--- src/rtl/core/jac_pkg.sv ---
// ----------------------------------------------------------------------------
// jac_pkg
// Shared types and constants of the joystick axis conditioner.
// ----------------------------------------------------------------------------
package jac_pkg;

  // Filter and send policy constants.
  localparam int unsigned EMA_SHIFT  = 3;
  localparam int unsigned CHANGE_MIN = 4;

  // 14-bit output scale.
  localparam logic [13:0] V14_MAX  = 14'd16383;
  localparam logic [13:0] V14_MID  = 14'd8192;
  localparam logic [13:0] K_X_HI   = 14'd8191;
  localparam logic [13:0] K_X_LO   = 14'd8192;
  localparam logic [13:0] K_Y      = 14'd16383;

  // Divider: every quotient is below 2^14, so 14 steps are enough.
  localparam int unsigned DIV_STEPS = 14;
  localparam int unsigned DIV_CNT_W = $clog2(DIV_STEPS);

  // Configuration port address width (8 registers at 4-byte spacing).
  localparam int unsigned CFG_AW = 5;

  // Register indexes.
  typedef enum logic [2:0] {
    REG_X_MIN      = 3'd0,
    REG_X_MAX      = 3'd1,
    REG_X_CENTER   = 3'd2,
    REG_Y_MIN      = 3'd3,
    REG_Y_MAX      = 3'd4,
    REG_RATE_LIMIT = 3'd5,
    REG_LINK_STYLE = 3'd6,
    REG_DEADZONE   = 3'd7
  } jac_reg_t;

  typedef struct packed {
    logic [15:0] x_min;
    logic [15:0] x_max;
    logic [15:0] x_center;
    logic [15:0] y_min;
    logic [15:0] y_max;
    logic [7:0]  rate_limit_ms;
    logic        link_style;
    logic [13:0] deadzone;
  } jac_cfg_t;

  typedef enum logic [2:0] {
    ST_IDLE,
    ST_MAP,
    ST_DIV,
    ST_FIN,
    ST_DECIDE,
    ST_PUSH_X,
    ST_PUSH_Y
  } jac_state_t;

  // Commands from the controller to the datapath.
  typedef struct packed {
    logic load;
    logic map;
    logic div_step;
    logic fin;
    logic decide;
    logic push_x;
    logic push_y;
    logic axis;
  } jac_cmd_t;

  // Status from the datapath to the controller.
  typedef struct packed {
    logic clamp;
    logic snd_x;
    logic snd_y;
    logic q_space;
  } jac_sts_t;

  // One result beat.
  typedef struct packed {
    logic        axis;
    logic [13:0] value14;
    logic        last;
  } jac_res_t;

endpackage

--- src/rtl/core/jac_in_if.sv ---
// ----------------------------------------------------------------------------
// jac_in_if
// Input channel: one beat per 1 ms tick with raw samples and time.
// ----------------------------------------------------------------------------
interface jac_in_if;
  logic        valid;
  logic        ready;
  logic [15:0] raw_x;
  logic [15:0] raw_y;
  logic        link_on;
  logic [31:0] now_ms;

  modport source (output valid, output raw_x, output raw_y, output link_on,
                  output now_ms, input ready);
  modport sink   (input valid, input raw_x, input raw_y, input link_on,
                  input now_ms, output ready);
endinterface

--- src/rtl/core/jac_out_if.sv ---
// ----------------------------------------------------------------------------
// jac_out_if
// Result channel: one beat per axis position that is sent.
// ----------------------------------------------------------------------------
interface jac_out_if;
  logic        valid;
  logic        ready;
  logic        axis;
  logic [13:0] value14;
  logic        last;

  modport source (output valid, output axis, output value14, output last,
                  input ready);
  modport sink   (input valid, input axis, input value14, input last,
                  output ready);
endinterface

--- src/rtl/core/jac_regs.sv ---
// ----------------------------------------------------------------------------
// jac_regs
// APB-style configuration register file with calibration reset values.
// ----------------------------------------------------------------------------
module jac_regs
  import jac_pkg::*;
(
  input  logic              clk,
  input  logic              rst_n,
  input  logic              psel,
  input  logic              penable,
  input  logic              pwrite,
  input  logic [CFG_AW-1:0] paddr,
  input  logic [31:0]       pwdata,
  output logic [31:0]       prdata,
  output logic              pready,
  output jac_cfg_t          cfg
);

  jac_cfg_t cfg_r;
  jac_reg_t idx;
  logic     wr_en;

  assign pready = 1'b1;
  assign idx    = jac_reg_t'(paddr[CFG_AW-1:2]);
  assign wr_en  = psel && penable && pwrite;
  assign cfg    = cfg_r;

  // Register writes; the access phase completes the write.
  always_ff @(posedge clk) begin
    if (!rst_n) begin
      cfg_r.x_min         <= 16'd2000;
      cfg_r.x_max         <= 16'd63000;
      cfg_r.x_center      <= 16'd32500;
      cfg_r.y_min         <= 16'd2000;
      cfg_r.y_max         <= 16'd63000;
      cfg_r.rate_limit_ms <= 8'd5;
      cfg_r.link_style    <= 1'b0;
      cfg_r.deadzone      <= 14'd96;
    end else if (wr_en) begin
      unique case (idx)
        REG_X_MIN:      cfg_r.x_min         <= pwdata[15:0];
        REG_X_MAX:      cfg_r.x_max         <= pwdata[15:0];
        REG_X_CENTER:   cfg_r.x_center      <= pwdata[15:0];
        REG_Y_MIN:      cfg_r.y_min         <= pwdata[15:0];
        REG_Y_MAX:      cfg_r.y_max         <= pwdata[15:0];
        REG_RATE_LIMIT: cfg_r.rate_limit_ms <= pwdata[7:0];
        REG_LINK_STYLE: cfg_r.link_style    <= pwdata[0];
        REG_DEADZONE:   cfg_r.deadzone      <= pwdata[13:0];
        default: ;
      endcase
    end
  end

  // Read mux.
  always_comb begin
    unique case (idx)
      REG_X_MIN:      prdata = {16'd0, cfg_r.x_min};
      REG_X_MAX:      prdata = {16'd0, cfg_r.x_max};
      REG_X_CENTER:   prdata = {16'd0, cfg_r.x_center};
      REG_Y_MIN:      prdata = {16'd0, cfg_r.y_min};
      REG_Y_MAX:      prdata = {16'd0, cfg_r.y_max};
      REG_RATE_LIMIT: prdata = {24'd0, cfg_r.rate_limit_ms};
      REG_LINK_STYLE: prdata = {31'd0, cfg_r.link_style};
      REG_DEADZONE:   prdata = {18'd0, cfg_r.deadzone};
      default:        prdata = 32'd0;
    endcase
  end

endmodule

--- src/rtl/core/jac_ctrl.sv ---
// ----------------------------------------------------------------------------
// jac_ctrl
// Sequencer: filter, map X, map Y, send decision and result pushes per tick.
// ----------------------------------------------------------------------------
module jac_ctrl
  import jac_pkg::*;
(
  input  logic     clk,
  input  logic     rst_n,
  input  logic     in_valid,
  output logic     in_ready,
  input  jac_sts_t sts,
  output jac_cmd_t cmd
);

  jac_state_t           state_r, state_nxt;
  logic [DIV_CNT_W-1:0] cnt_r, cnt_nxt;
  logic                 axis_r, axis_nxt;

  // State, step counter and axis select.
  always_ff @(posedge clk) begin
    if (!rst_n) begin
      state_r <= ST_IDLE;
      cnt_r   <= '0;
      axis_r  <= 1'b0;
    end else begin
      state_r <= state_nxt;
      cnt_r   <= cnt_nxt;
      axis_r  <= axis_nxt;
    end
  end

  // Next state and commands.
  always_comb begin
    state_nxt = state_r;
    cnt_nxt   = cnt_r;
    axis_nxt  = axis_r;
    in_ready  = 1'b0;
    cmd       = '0;
    cmd.axis  = axis_r;
    unique case (state_r)
      ST_IDLE: begin
        in_ready = 1'b1;
        if (in_valid) begin
          cmd.load  = 1'b1;
          axis_nxt  = 1'b0;
          state_nxt = ST_MAP;
        end
      end
      ST_MAP: begin
        cmd.map   = 1'b1;
        cnt_nxt   = '0;
        state_nxt = sts.clamp ? ST_FIN : ST_DIV;
      end
      ST_DIV: begin
        cmd.div_step = 1'b1;
        cnt_nxt      = cnt_r + 1'b1;
        if (cnt_r == DIV_CNT_W'(DIV_STEPS - 1)) begin
          state_nxt = ST_FIN;
        end
      end
      ST_FIN: begin
        cmd.fin = 1'b1;
        if (!axis_r) begin
          axis_nxt  = 1'b1;
          state_nxt = ST_MAP;
        end else begin
          state_nxt = ST_DECIDE;
        end
      end
      ST_DECIDE: begin
        cmd.decide = 1'b1;
        state_nxt  = ST_PUSH_X;
      end
      ST_PUSH_X: begin
        if (!sts.snd_x) begin
          state_nxt = ST_PUSH_Y;
        end else if (sts.q_space) begin
          cmd.push_x = 1'b1;
          state_nxt  = ST_PUSH_Y;
        end
      end
      ST_PUSH_Y: begin
        if (!sts.snd_y) begin
          state_nxt = ST_IDLE;
        end else if (sts.q_space) begin
          cmd.push_y = 1'b1;
          state_nxt  = ST_IDLE;
        end
      end
      default: state_nxt = ST_IDLE;
    endcase
  end

endmodule

--- src/rtl/core/jac_dp.sv ---
// ----------------------------------------------------------------------------
// jac_dp
// Datapath: filters, range mapping with a shared 14-step divider, send
// decision and a two-entry result queue.
// ----------------------------------------------------------------------------
module jac_dp
  import jac_pkg::*;
(
  input  logic        clk,
  input  logic        rst_n,
  input  jac_cfg_t    cfg,
  input  jac_cmd_t    cmd,
  output jac_sts_t    sts,
  input  logic [15:0] raw_x,
  input  logic [15:0] raw_y,
  input  logic        link_on,
  input  logic [31:0] now_ms,
  output logic        out_valid,
  input  logic        out_ready,
  output jac_res_t    out_res
);

  // Tick state.
  logic [15:0] filt_x_r, filt_y_r;
  logic [13:0] sent_x_r, sent_y_r;
  logic [31:0] sent_time_x_r, sent_time_y_r;
  logic        link_r;
  logic [31:0] now_r;
  logic [13:0] x14_r, y14_r;
  logic        snd_x_r, snd_y_r;

  // Divider state.
  logic [15:0] rem_r, den_r;
  logic [13:0] num_lo_r, quo_r;
  logic        clamp_r;
  logic        hi_r;

  // Result queue.
  jac_res_t    q_r [2];
  logic        wr_ptr_r, rd_ptr_r;
  logic [1:0]  q_cnt_r;

  // Exponential average, rounding toward minus infinity on the way down.
  function automatic logic [15:0] ema(input logic [15:0] filt, input logic [15:0] raw);
    logic [15:0] d;
    logic [16:0] up;
    d   = (raw >= filt) ? (raw - filt) : (filt - raw);
    up  = {1'b0, d} + 17'((1 << EMA_SHIFT) - 1);
    if (raw >= filt) begin
      ema = filt + (d >> EMA_SHIFT);
    end else begin
      ema = filt - 16'(up >> EMA_SHIFT);
    end
  endfunction

  // Send test for one axis.
  function automatic logic want_send(input logic [13:0] v, input logic [13:0] sent,
                                     input logic [31:0] t_sent, input logic [31:0] now,
                                     input logic [7:0] rate);
    logic [13:0] d;
    logic        hit;
    logic [31:0] el;
    d   = (v > sent) ? (v - sent) : (sent - v);
    hit = ((v == 14'd0) || (v == V14_MAX) || (v == V14_MID)) && (v != sent);
    el  = now - t_sent;
    want_send = ((d >= 14'(CHANGE_MIN)) || hit) && (el >= {24'd0, rate});
  endfunction

  // Range setup for the selected axis: clamp or numerator and divisor.
  logic [15:0] v, diff, den;
  logic [13:0] kmul, clamp_val;
  logic        clamp;
  logic        hi;
  logic [29:0] prod;

  always_comb begin
    v         = cmd.axis ? filt_y_r : filt_x_r;
    diff      = '0;
    den       = 16'd1;
    kmul      = '0;
    clamp     = 1'b0;
    clamp_val = '0;
    hi        = 1'b0;
    if (!cmd.axis) begin
      priority if (v <= cfg.x_min) begin
        clamp = 1'b1;
      end else if (v >= cfg.x_max) begin
        clamp     = 1'b1;
        clamp_val = V14_MAX;
      end else if (v >= cfg.x_center) begin
        diff = v - cfg.x_center;
        kmul = K_X_HI;
        den  = cfg.x_max - cfg.x_center;
        hi   = 1'b1;
      end else begin
        diff = v - cfg.x_min;
        kmul = K_X_LO;
        den  = cfg.x_center - cfg.x_min;
      end
    end else begin
      priority if (v <= cfg.y_min) begin
        clamp = 1'b1;
      end else if (v >= cfg.y_max) begin
        clamp     = 1'b1;
        clamp_val = V14_MAX;
      end else begin
        diff = v - cfg.y_min;
        kmul = K_Y;
        den  = cfg.y_max - cfg.y_min;
      end
    end
  end

  assign prod = {14'd0, diff} * {16'd0, kmul};

  // One restoring division step.
  logic [16:0] trial;
  logic        ge;
  assign trial = {rem_r, num_lo_r[13]};
  assign ge    = trial >= {1'b0, den_r};

  // The upper half of X starts at the center code.
  logic [13:0] x_map;
  assign x_map = hi_r ? (V14_MID + quo_r) : quo_r;

  // Deadzone snap on X, compared signed.
  logic signed [15:0] dz_lo, dz_hi, o_s;
  logic               in_dz;
  assign dz_lo = $signed({2'b00, V14_MID}) - $signed({2'b00, cfg.deadzone});
  assign dz_hi = $signed({2'b00, V14_MID}) + $signed({2'b00, cfg.deadzone});
  assign o_s   = $signed({2'b00, x_map});
  assign in_dz = (o_s > dz_lo) && (o_s < dz_hi);

  logic wx, wy;
  assign wx = want_send(x14_r, sent_x_r, sent_time_x_r, now_r, cfg.rate_limit_ms);
  assign wy = want_send(y14_r, sent_y_r, sent_time_y_r, now_r, cfg.rate_limit_ms);

  // Persistent per-axis state.
  always_ff @(posedge clk) begin
    if (!rst_n) begin
      filt_x_r      <= '0;
      filt_y_r      <= '0;
      sent_x_r      <= '0;
      sent_y_r      <= '0;
      sent_time_x_r <= '0;
      sent_time_y_r <= '0;
      snd_x_r       <= 1'b0;
      snd_y_r       <= 1'b0;
    end else begin
      if (cmd.load) begin
        filt_x_r <= ema(filt_x_r, raw_x);
        filt_y_r <= ema(filt_y_r, raw_y);
      end
      if (cmd.decide) begin
        snd_x_r <= wx;
        snd_y_r <= wy;
        if (wx) begin
          sent_x_r      <= x14_r;
          sent_time_x_r <= now_r;
        end
        if (wy) begin
          sent_y_r      <= y14_r;
          sent_time_y_r <= now_r;
        end
      end
    end
  end

  // Tick payload, mapping and divider registers.
  always_ff @(posedge clk) begin
    if (cmd.load) begin
      link_r <= link_on;
      now_r  <= now_ms;
    end
    if (cmd.map) begin
      clamp_r  <= clamp;
      hi_r     <= hi;
      quo_r    <= clamp_val;
      rem_r    <= prod[29:14];
      num_lo_r <= prod[13:0];
      den_r    <= den;
    end
    if (cmd.div_step) begin
      rem_r    <= ge ? 16'(trial - {1'b0, den_r}) : trial[15:0];
      quo_r    <= {quo_r[12:0], ge};
      num_lo_r <= {num_lo_r[12:0], 1'b0};
    end
    if (cmd.fin) begin
      if (!cmd.axis) begin
        x14_r <= (!clamp_r && in_dz) ? V14_MID : x_map;
      end else begin
        y14_r <= quo_r;
        if (link_r) begin
          x14_r <= cfg.link_style ? (V14_MAX - quo_r) : quo_r;
        end
      end
    end
  end

  // Two-entry result queue.
  logic     push, pop;
  jac_res_t wr_res;
  assign push = cmd.push_x || cmd.push_y;
  assign pop  = out_valid && out_ready;

  always_comb begin
    wr_res.axis    = cmd.push_y;
    wr_res.value14 = cmd.push_y ? y14_r : x14_r;
    wr_res.last    = cmd.push_y || !snd_y_r;
  end

  always_ff @(posedge clk) begin
    if (!rst_n) begin
      wr_ptr_r <= 1'b0;
      rd_ptr_r <= 1'b0;
      q_cnt_r  <= 2'd0;
    end else begin
      if (push) wr_ptr_r <= !wr_ptr_r;
      if (pop)  rd_ptr_r <= !rd_ptr_r;
      q_cnt_r <= q_cnt_r + {1'b0, push} - {1'b0, pop};
    end
  end

  always_ff @(posedge clk) begin
    if (push) q_r[wr_ptr_r] <= wr_res;
  end

  assign out_valid = q_cnt_r != 2'd0;
  assign out_res   = q_r[rd_ptr_r];

  assign sts.clamp   = clamp;
  assign sts.snd_x   = snd_x_r;
  assign sts.snd_y   = snd_y_r;
  assign sts.q_space = q_cnt_r != 2'd2;

endmodule

--- src/rtl/core/joystick_axis_conditioner_top.sv ---
// ----------------------------------------------------------------------------
// joystick_axis_conditioner_top
// Joystick axis conditioner: filtered, calibrated 14-bit X and Y positions.
// ----------------------------------------------------------------------------
// Usage:
//   in_ch carries one beat per 1 ms tick (raw_x, raw_y, link_on, now_ms).
//   out_ch carries 0, 1 or 2 beats per tick: X before Y, last set on the
//   final beat of the tick. Calibration is written over the cfg_ APB port
//   while the block is idle; pready is always high.
//   A tick occupies the sequencer from its acceptance until its results
//   are queued: per axis it maps, runs the shared restoring divider when
//   the filtered value lies inside its calibrated range, and finishes;
//   then it decides what to send and pushes X, then Y.
//   Each pushed beat is registered in the queue, and a push waits while
//   the queue is full.
//   Results go into a two-beat queue, so a stalled receiver does not block
//   the next tick until a new result finds the queue full; the sequencer
//   then waits in place and nothing is dropped.
//   Reset (synchronous, active low) restores the calibration defaults,
//   clears the filters, last sent values and times, and empties the queue.
// ----------------------------------------------------------------------------
module joystick_axis_conditioner_top
  import jac_pkg::*;
(
  input  logic              clk,
  input  logic              rst_n,
  jac_in_if.sink            in_ch,
  jac_out_if.source         out_ch,
  input  logic              cfg_psel,
  input  logic              cfg_penable,
  input  logic              cfg_pwrite,
  input  logic [CFG_AW-1:0] cfg_paddr,
  input  logic [31:0]       cfg_pwdata,
  output logic [31:0]       cfg_prdata,
  output logic              cfg_pready
);

  jac_cfg_t cfg;
  jac_cmd_t cmd;
  jac_sts_t sts;
  jac_res_t out_res;

  // Configuration registers.
  jac_regs u_regs (
    .clk     (clk),
    .rst_n   (rst_n),
    .psel    (cfg_psel),
    .penable (cfg_penable),
    .pwrite  (cfg_pwrite),
    .paddr   (cfg_paddr),
    .pwdata  (cfg_pwdata),
    .prdata  (cfg_prdata),
    .pready  (cfg_pready),
    .cfg     (cfg)
  );

  // Sequencer.
  jac_ctrl u_ctrl (
    .clk      (clk),
    .rst_n    (rst_n),
    .in_valid (in_ch.valid),
    .in_ready (in_ch.ready),
    .sts      (sts),
    .cmd      (cmd)
  );

  // Datapath.
  jac_dp u_dp (
    .clk       (clk),
    .rst_n     (rst_n),
    .cfg       (cfg),
    .cmd       (cmd),
    .sts       (sts),
    .raw_x     (in_ch.raw_x),
    .raw_y     (in_ch.raw_y),
    .link_on   (in_ch.link_on),
    .now_ms    (in_ch.now_ms),
    .out_valid (out_ch.valid),
    .out_ready (out_ch.ready),
    .out_res   (out_res)
  );

  assign out_ch.axis    = out_res.axis;
  assign out_ch.value14 = out_res.value14;
  assign out_ch.last    = out_res.last;

  // A tick occupies the sequencer, so no beat is taken right after another.
  a_no_back_to_back: assert property (@(posedge clk) disable iff (!rst_n)
    (in_ch.valid && in_ch.ready) |=> !in_ch.ready)
    else $error("input accepted while a tick is in progress");

  // Only an X beat can be followed by another beat of the same tick.
  a_not_last_is_x: assert property (@(posedge clk) disable iff (!rst_n)
    (out_ch.valid && !out_ch.last) |-> (out_ch.axis == 1'b0))
    else $error("non-final result beat is not the X axis");

  // Y is always the final beat of its tick.
  a_y_is_last: assert property (@(posedge clk) disable iff (!rst_n)
    (out_ch.valid && out_ch.axis) |-> out_ch.last)
    else $error("Y result beat without last");

endmodule

--- src/flat_wrapper.sv ---
// flat-port wrapper written by rule: the top's interface ports become plain ports
module joystick_axis_conditioner_top_flat import jac_pkg::*;
  (clk, rst_n, cfg_psel, cfg_penable, cfg_pwrite, cfg_paddr, cfg_pwdata, cfg_prdata, cfg_pready, in_ch_valid, in_ch_raw_x, in_ch_raw_y, in_ch_link_on, in_ch_now_ms, in_ch_ready, out_ch_valid, out_ch_axis, out_ch_value14, out_ch_last, out_ch_ready);
  jac_in_if in_ch_i ();
  jac_out_if out_ch_i ();
  input  logic clk;
  input  logic rst_n;
  input  logic cfg_psel;
  input  logic cfg_penable;
  input  logic cfg_pwrite;
  input  logic [CFG_AW-1:0] cfg_paddr;
  input  logic [31:0] cfg_pwdata;
  output logic [31:0] cfg_prdata;
  output logic cfg_pready;
  input wire logic [$bits(in_ch_i.valid)-1:0] in_ch_valid;
  input wire logic [$bits(in_ch_i.raw_x)-1:0] in_ch_raw_x;
  input wire logic [$bits(in_ch_i.raw_y)-1:0] in_ch_raw_y;
  input wire logic [$bits(in_ch_i.link_on)-1:0] in_ch_link_on;
  input wire logic [$bits(in_ch_i.now_ms)-1:0] in_ch_now_ms;
  output wire logic [$bits(in_ch_i.ready)-1:0] in_ch_ready;
  output wire logic [$bits(out_ch_i.valid)-1:0] out_ch_valid;
  output wire logic [$bits(out_ch_i.axis)-1:0] out_ch_axis;
  output wire logic [$bits(out_ch_i.value14)-1:0] out_ch_value14;
  output wire logic [$bits(out_ch_i.last)-1:0] out_ch_last;
  input wire logic [$bits(out_ch_i.ready)-1:0] out_ch_ready;
  assign in_ch_i.valid = in_ch_valid;
  assign in_ch_i.raw_x = in_ch_raw_x;
  assign in_ch_i.raw_y = in_ch_raw_y;
  assign in_ch_i.link_on = in_ch_link_on;
  assign in_ch_i.now_ms = in_ch_now_ms;
  assign in_ch_ready = in_ch_i.ready;
  assign out_ch_valid = out_ch_i.valid;
  assign out_ch_axis = out_ch_i.axis;
  assign out_ch_value14 = out_ch_i.value14;
  assign out_ch_last = out_ch_i.last;
  assign out_ch_i.ready = out_ch_ready;
  joystick_axis_conditioner_top u_core (.clk(clk), .rst_n(rst_n), .in_ch(in_ch_i), .out_ch(out_ch_i), .cfg_psel(cfg_psel), .cfg_penable(cfg_penable), .cfg_pwrite(cfg_pwrite), .cfg_paddr(cfg_paddr), .cfg_pwdata(cfg_pwdata), .cfg_prdata(cfg_prdata), .cfg_pready(cfg_pready));
endmodule
--- config.mk ---
export PLATFORM = sky130hd
export DESIGN_NAME = joystick_axis_conditioner_top_flat
export DESIGN_NICKNAME = d
export VERILOG_FILES = /design/src/rtl/core/jac_pkg.sv /design/src/rtl/core/jac_in_if.sv /design/src/rtl/core/jac_out_if.sv /design/src/rtl/core/jac_regs.sv /design/src/rtl/core/jac_ctrl.sv /design/src/rtl/core/jac_dp.sv /design/src/rtl/core/joystick_axis_conditioner_top.sv /design/src/flat_wrapper.sv
export SDC_FILE = /design/constraint.sdc
export NUM_CORES = 2
export LEC_CHECK = 0
export ABC_AREA = 0
export BUFFER_PORTS_ARGS = -buffer_cell sky130_fd_sc_hd__buf_4
export CAP_MARGIN = 10
export CORE_MARGIN = 4
export CORE_UTILIZATION = 55
export DETAILED_ROUTE_END_ITERATION = 12
export PLACE_DENSITY = 0.71
export SETUP_SLACK_MARGIN = 0.2
export SLEW_MARGIN = 15
export SYNTH_ARGS = -nofsm -noshare
export SYNTH_HDL_FRONTEND = slang
export SYNTH_SLANG_ARGS = --single-unit
--- constraint.sdc ---
create_clock -name clk -period 25.9 [get_ports clk]
set_input_delay 2.59 -clock clk [delete_from_list [all_inputs] [get_ports clk]]
set_output_delay 2.59 -clock clk [all_outputs]
set_load 0.05 [all_outputs]
==> results.json <==
{
  "status": "finished clean",
  "syn_area_per_cell_um2": 8.300,
  "clockPowerShare": 0.175,
  "p_leak_nw": 19.85,
  "synth_cell_type_count": 103,
  "grt_usage": 0.2890,
  "p_switching_mw": 1.860,
  "hold_viol": 0,
  "seq_area_frac_synth": 0.2337,
  "globalRouteOverflowTotal": 0,
  "fill_cells": 6707,
  "synth_enable_flop_cells": 154,
  "drtAntennaViolNets": 0,
  "powerDensity_mw_per_mm2": 91.76,
  "vias": 34930,
  "synth_common_cells": "595 x nand2_1, 550 x inv_1, 487 x ha_1",
  "cts_root_buffer": "clkbuf_16",
  "required_ns": 26.21,
  "critical_path_class": "flop to flop",
  "ys.flop_type": "dfxtp_1",
  "crit_buf_inv": 7,
  "arrival_ns": 11.98,
  "core_area_mm2": 0.07308,
  "wl_per_cell_um": 19.49,
  "grt_max_degree": 134,
  "intPower_mw": 2.171,
  "ys_seq_elements": 397,
  "insertion_delay_ns": 0.61,
  "cts_tree": "done",
  "grt_pass1_vias": 33660,
  "end_kind": "flop",
  "initialDrtViolationCount": 2487,
  "synth_top_area_frac": 0.1501,
  "synthMostInstantiatedCell": "nand2_1",
  "io_pins": 160,
  "combPwrFrac": 0.613,
  "min-delay-start": "u_core.u_dp.sent_time_y_r[21]$_SDFFE_PN0P_",
  "grt_setup_unrepaired": "no",
  "slew_headroom": 0.3057,
  "r2r-start": "u_core.u_ctrl.axis_r$_SDFFE_PN0P_",
  "numCtsBuffers": 48,
  "worstSetupStartpointType": "flop",
  "grt_first_pass_wirelength_um": 182400,
  "rrSetupSlack_ns": 14.24,
  "cp_slowest_cell": "mux2i_1",
  "cts-resized-gates": 0,
  "finalCriticalPeriod_ns": 11.66,
  "diodes": 0,
  "min_path_cells": 2,
  "tightest_slew_ns": 1.031,
  "yosys.area.top_type": "ha_1",
  "hp-class": "flop to flop",
  "synth_area_mm2": 0.04061,
  "dp_hpwl_um": 90200,
  "setup_violations": 0,
  "row_count": 99,
  "drive_gt1_frac": 0.06977,
  "portBuffers": 124,
  "die_h_um": 279.7,
  "min_to": "u_core.u_dp.sent_time_y_r[21]$_SDFFE_PN0P_",
  "regArea_mm2": 0.009489,
  "min_period_over_period": 0.4503,
  "clkTransAtPathRegs_ns": 0.06,
  "clock_sinks": 397,
  "synth_area_leaders": "ha_1 15%, dfxtp_1 12%, edfxtp_1 11%",
  "pwr-share-seq": 0.212,
  "power_switching_share": 0.4614,
  "finalPower_mw": 4.031,
  "cpPeakStageDelay_ns": 0.88,
  "viasPerCell": 5.902,
  "crit_family": "adder cells",
  "drt-total-wl_um": 115300,
  "skew_ns": 0.02882,
  "dr.pass1.iters": 5,
  "maxCapViolCount": 0,
  "yosys_warnings": 0,
  "r2r_cells": 39,
  "rr_endpoint": "u_core.u_dp.rem_r[15]$_DFFE_PP_",
  "multi_input_area_mm2": 0.02822,
  "netlist_instances": 4892,
  "start_util": 0.5556,
  "ir_worst_vdd_v": 0.0001046,
  "h-tree-depth": 2,
  "worstPathMaxFanout": 41,
  "antenna_found_initial": 0,
  "nets": 5662,
  "dieArea_mm2": 0.07824,
  "postCtsSetupBuffers": 0,
  "finalMaxSlewViolations": 0,
  "clock.fmax_mhz": 85.74,
  "areaGrowthSynthToFinish_pct": 8.187,
  "cts_hold_buf": 0,
  "gp_routability_congestion": 1.004,
  "synthArstFlopShare": 0,
  "clockBufferDepth": 3,
  "drc": 0,
  "chipWidth_um": 279.7,
  "tns_ns": 0
}
## area by class of cell
class | instances | area share
Clock buffer | 61 | 0.03079
Clock inverter | 29 | 0.007149
Inverter | 553 | 0.04725
Multi-Input combinational cell | 3750 | 0.6424
Sequential cell | 397 | 0.2160
Tap cell | 959 | 0.02731
Timing Repair Buffer | 169 | 0.02905
## power by group through the flow
stage                     Combinational (mW)  Clock (mW)  Sequential (mW)
final                                   2.47       0.705            0.855
after global routing                    2.77       0.741            0.864
after CTS                               2.46       0.718            0.855
after detailed placement                2.44           0            0.867
after global placement                  2.39           0            0.866
after floorplan                         1.89           0            0.825
## cells in the final DEF (no fill, tap or decap), drive strengths merged, types with 15 or more instances in the layout
cell	Yosys	final
nand2	596	596
a22o	21	21
nand4	60	60
a31oi	31	31
o211ai	66	66
and2	52	52
xnor2	173	173
o31ai	18	18
nor3	69	69
clkinv	0	15
edfxtp	154	154
clkbuf	138	61
nor2b	66	66
conb	2	17
mux2	23	23
o21bai	28	28
a211oi	34	34
nor2	223	223
mux2i	124	124
or3	33	33
and3	37	37
xor2	123	123
or2	21	21
o21a	53	53
a21boi	84	84
fa	147	147
inv	553	555
ha	487	487
nor4	33	33
nand3	102	102
nand2b	58	58
o21ai	310	310
dfxtp	243	243
buf	69	169
o22ai	18	18
a21o	136	136
a21oi	279	279
## per-layer routing
| layer | routed length (um) | track usage | part of all wire |
|---|---|---|---|
| met5 | 0 | 0 | 0 |
| met4 | 4062 | 0.09396 | 0.035 |
| met3 | 7825 | 0.04492 | 0.068 |
| met2 | 52500 | 0.4749 | 0.46 |
| met1 | 50960 | 0.3926 | 0.44 |
## how the worst max path moves through the flow
stage	startpoint	endpoint	cells after the start	slack, ns
after floorplan	u_core.u_ctrl.axis_r$_SDFFE_PN0P_	u_core.u_dp.rem_r[14]$_DFFE_PP_	42	16.13
after global placement	u_core.u_ctrl.axis_r$_SDFFE_PN0P_	u_core.u_dp.rem_r[14]$_DFFE_PP_	41	14.44
after detailed placement	u_core.u_ctrl.axis_r$_SDFFE_PN0P_	u_core.u_dp.rem_r[15]$_DFFE_PP_	39	14.32
after CTS	u_core.u_ctrl.axis_r$_SDFFE_PN0P_	u_core.u_dp.rem_r[15]$_DFFE_PP_	39	14.27
after global routing	u_core.u_ctrl.axis_r$_SDFFE_PN0P_	u_core.u_dp.rem_r[15]$_DFFE_PP_	39	13.65
final	u_core.u_ctrl.axis_r$_SDFFE_PN0P_	u_core.u_dp.rem_r[15]$_DFFE_PP_	39	14.24
## metrics by stage
| stage | cell area [um2] | setup slack, ns | std cells | hold slack, ns | utilization |
|---|---|---|---|---|---|
| floorplan | 40660 | 16.13 | 4907 | 0.4284 | - |
| global placement | 42260 | 14.44 | 5828 | 0.4353 | 0.5783 |
| detailed placement | 42260 | 14.32 | 5828 | 0.4393 | 0.5783 |
| CTS | 43930 | 14.27 | 5918 | 0.4497 | 0.6011 |
| global route | 43930 | 13.65 | 5918 | 0.4675 | 0.6011 |
| finish | 43930 | 14.24 | 5918 | 0.4483 | 0.6011 |
## state kept, by name, summed over array words and instances (netlist names), 16 cells and up, named ones only
register,count
u_core.u_dp.den_r,16
u_core.u_dp.filt_x_r,16
u_core.u_dp.filt_y_r,16
u_core.u_dp.now_r,32
u_core.u_dp.q_r,32
u_core.u_dp.rem_r,16
u_core.u_dp.sent_time_x_r,32
u_core.u_dp.sent_time_y_r,32
u_core.u_regs.cfg,103
## worst min-delay path: stages (launching register included)
cell     delay, ns
dfxtp_1       0.31
nand2_1       0.05
o21ai_1       0.05
## cells by family (layout without fill, tap and decap cells)
logic type | count (synthesis) | in the layout | share of synthesized area
adders and majority gates | 634 | 634 | 0.2225
and+or+nand+nor | 1400 | 1400 | 0.1631
muxes | 150 | 150 | 0.03892
buffers and inverters | 760 | 812 | 0.07392
AOI/OAI and AO/OA | 1253 | 1253 | 0.2038
other | 2 | 17 | 0.0001850
DFF | 397 | 397 | 0.2337
xor gates and xnor gates | 296 | 296 | 0.06385
No activity file was read; power rests on OpenSTA's default activity.
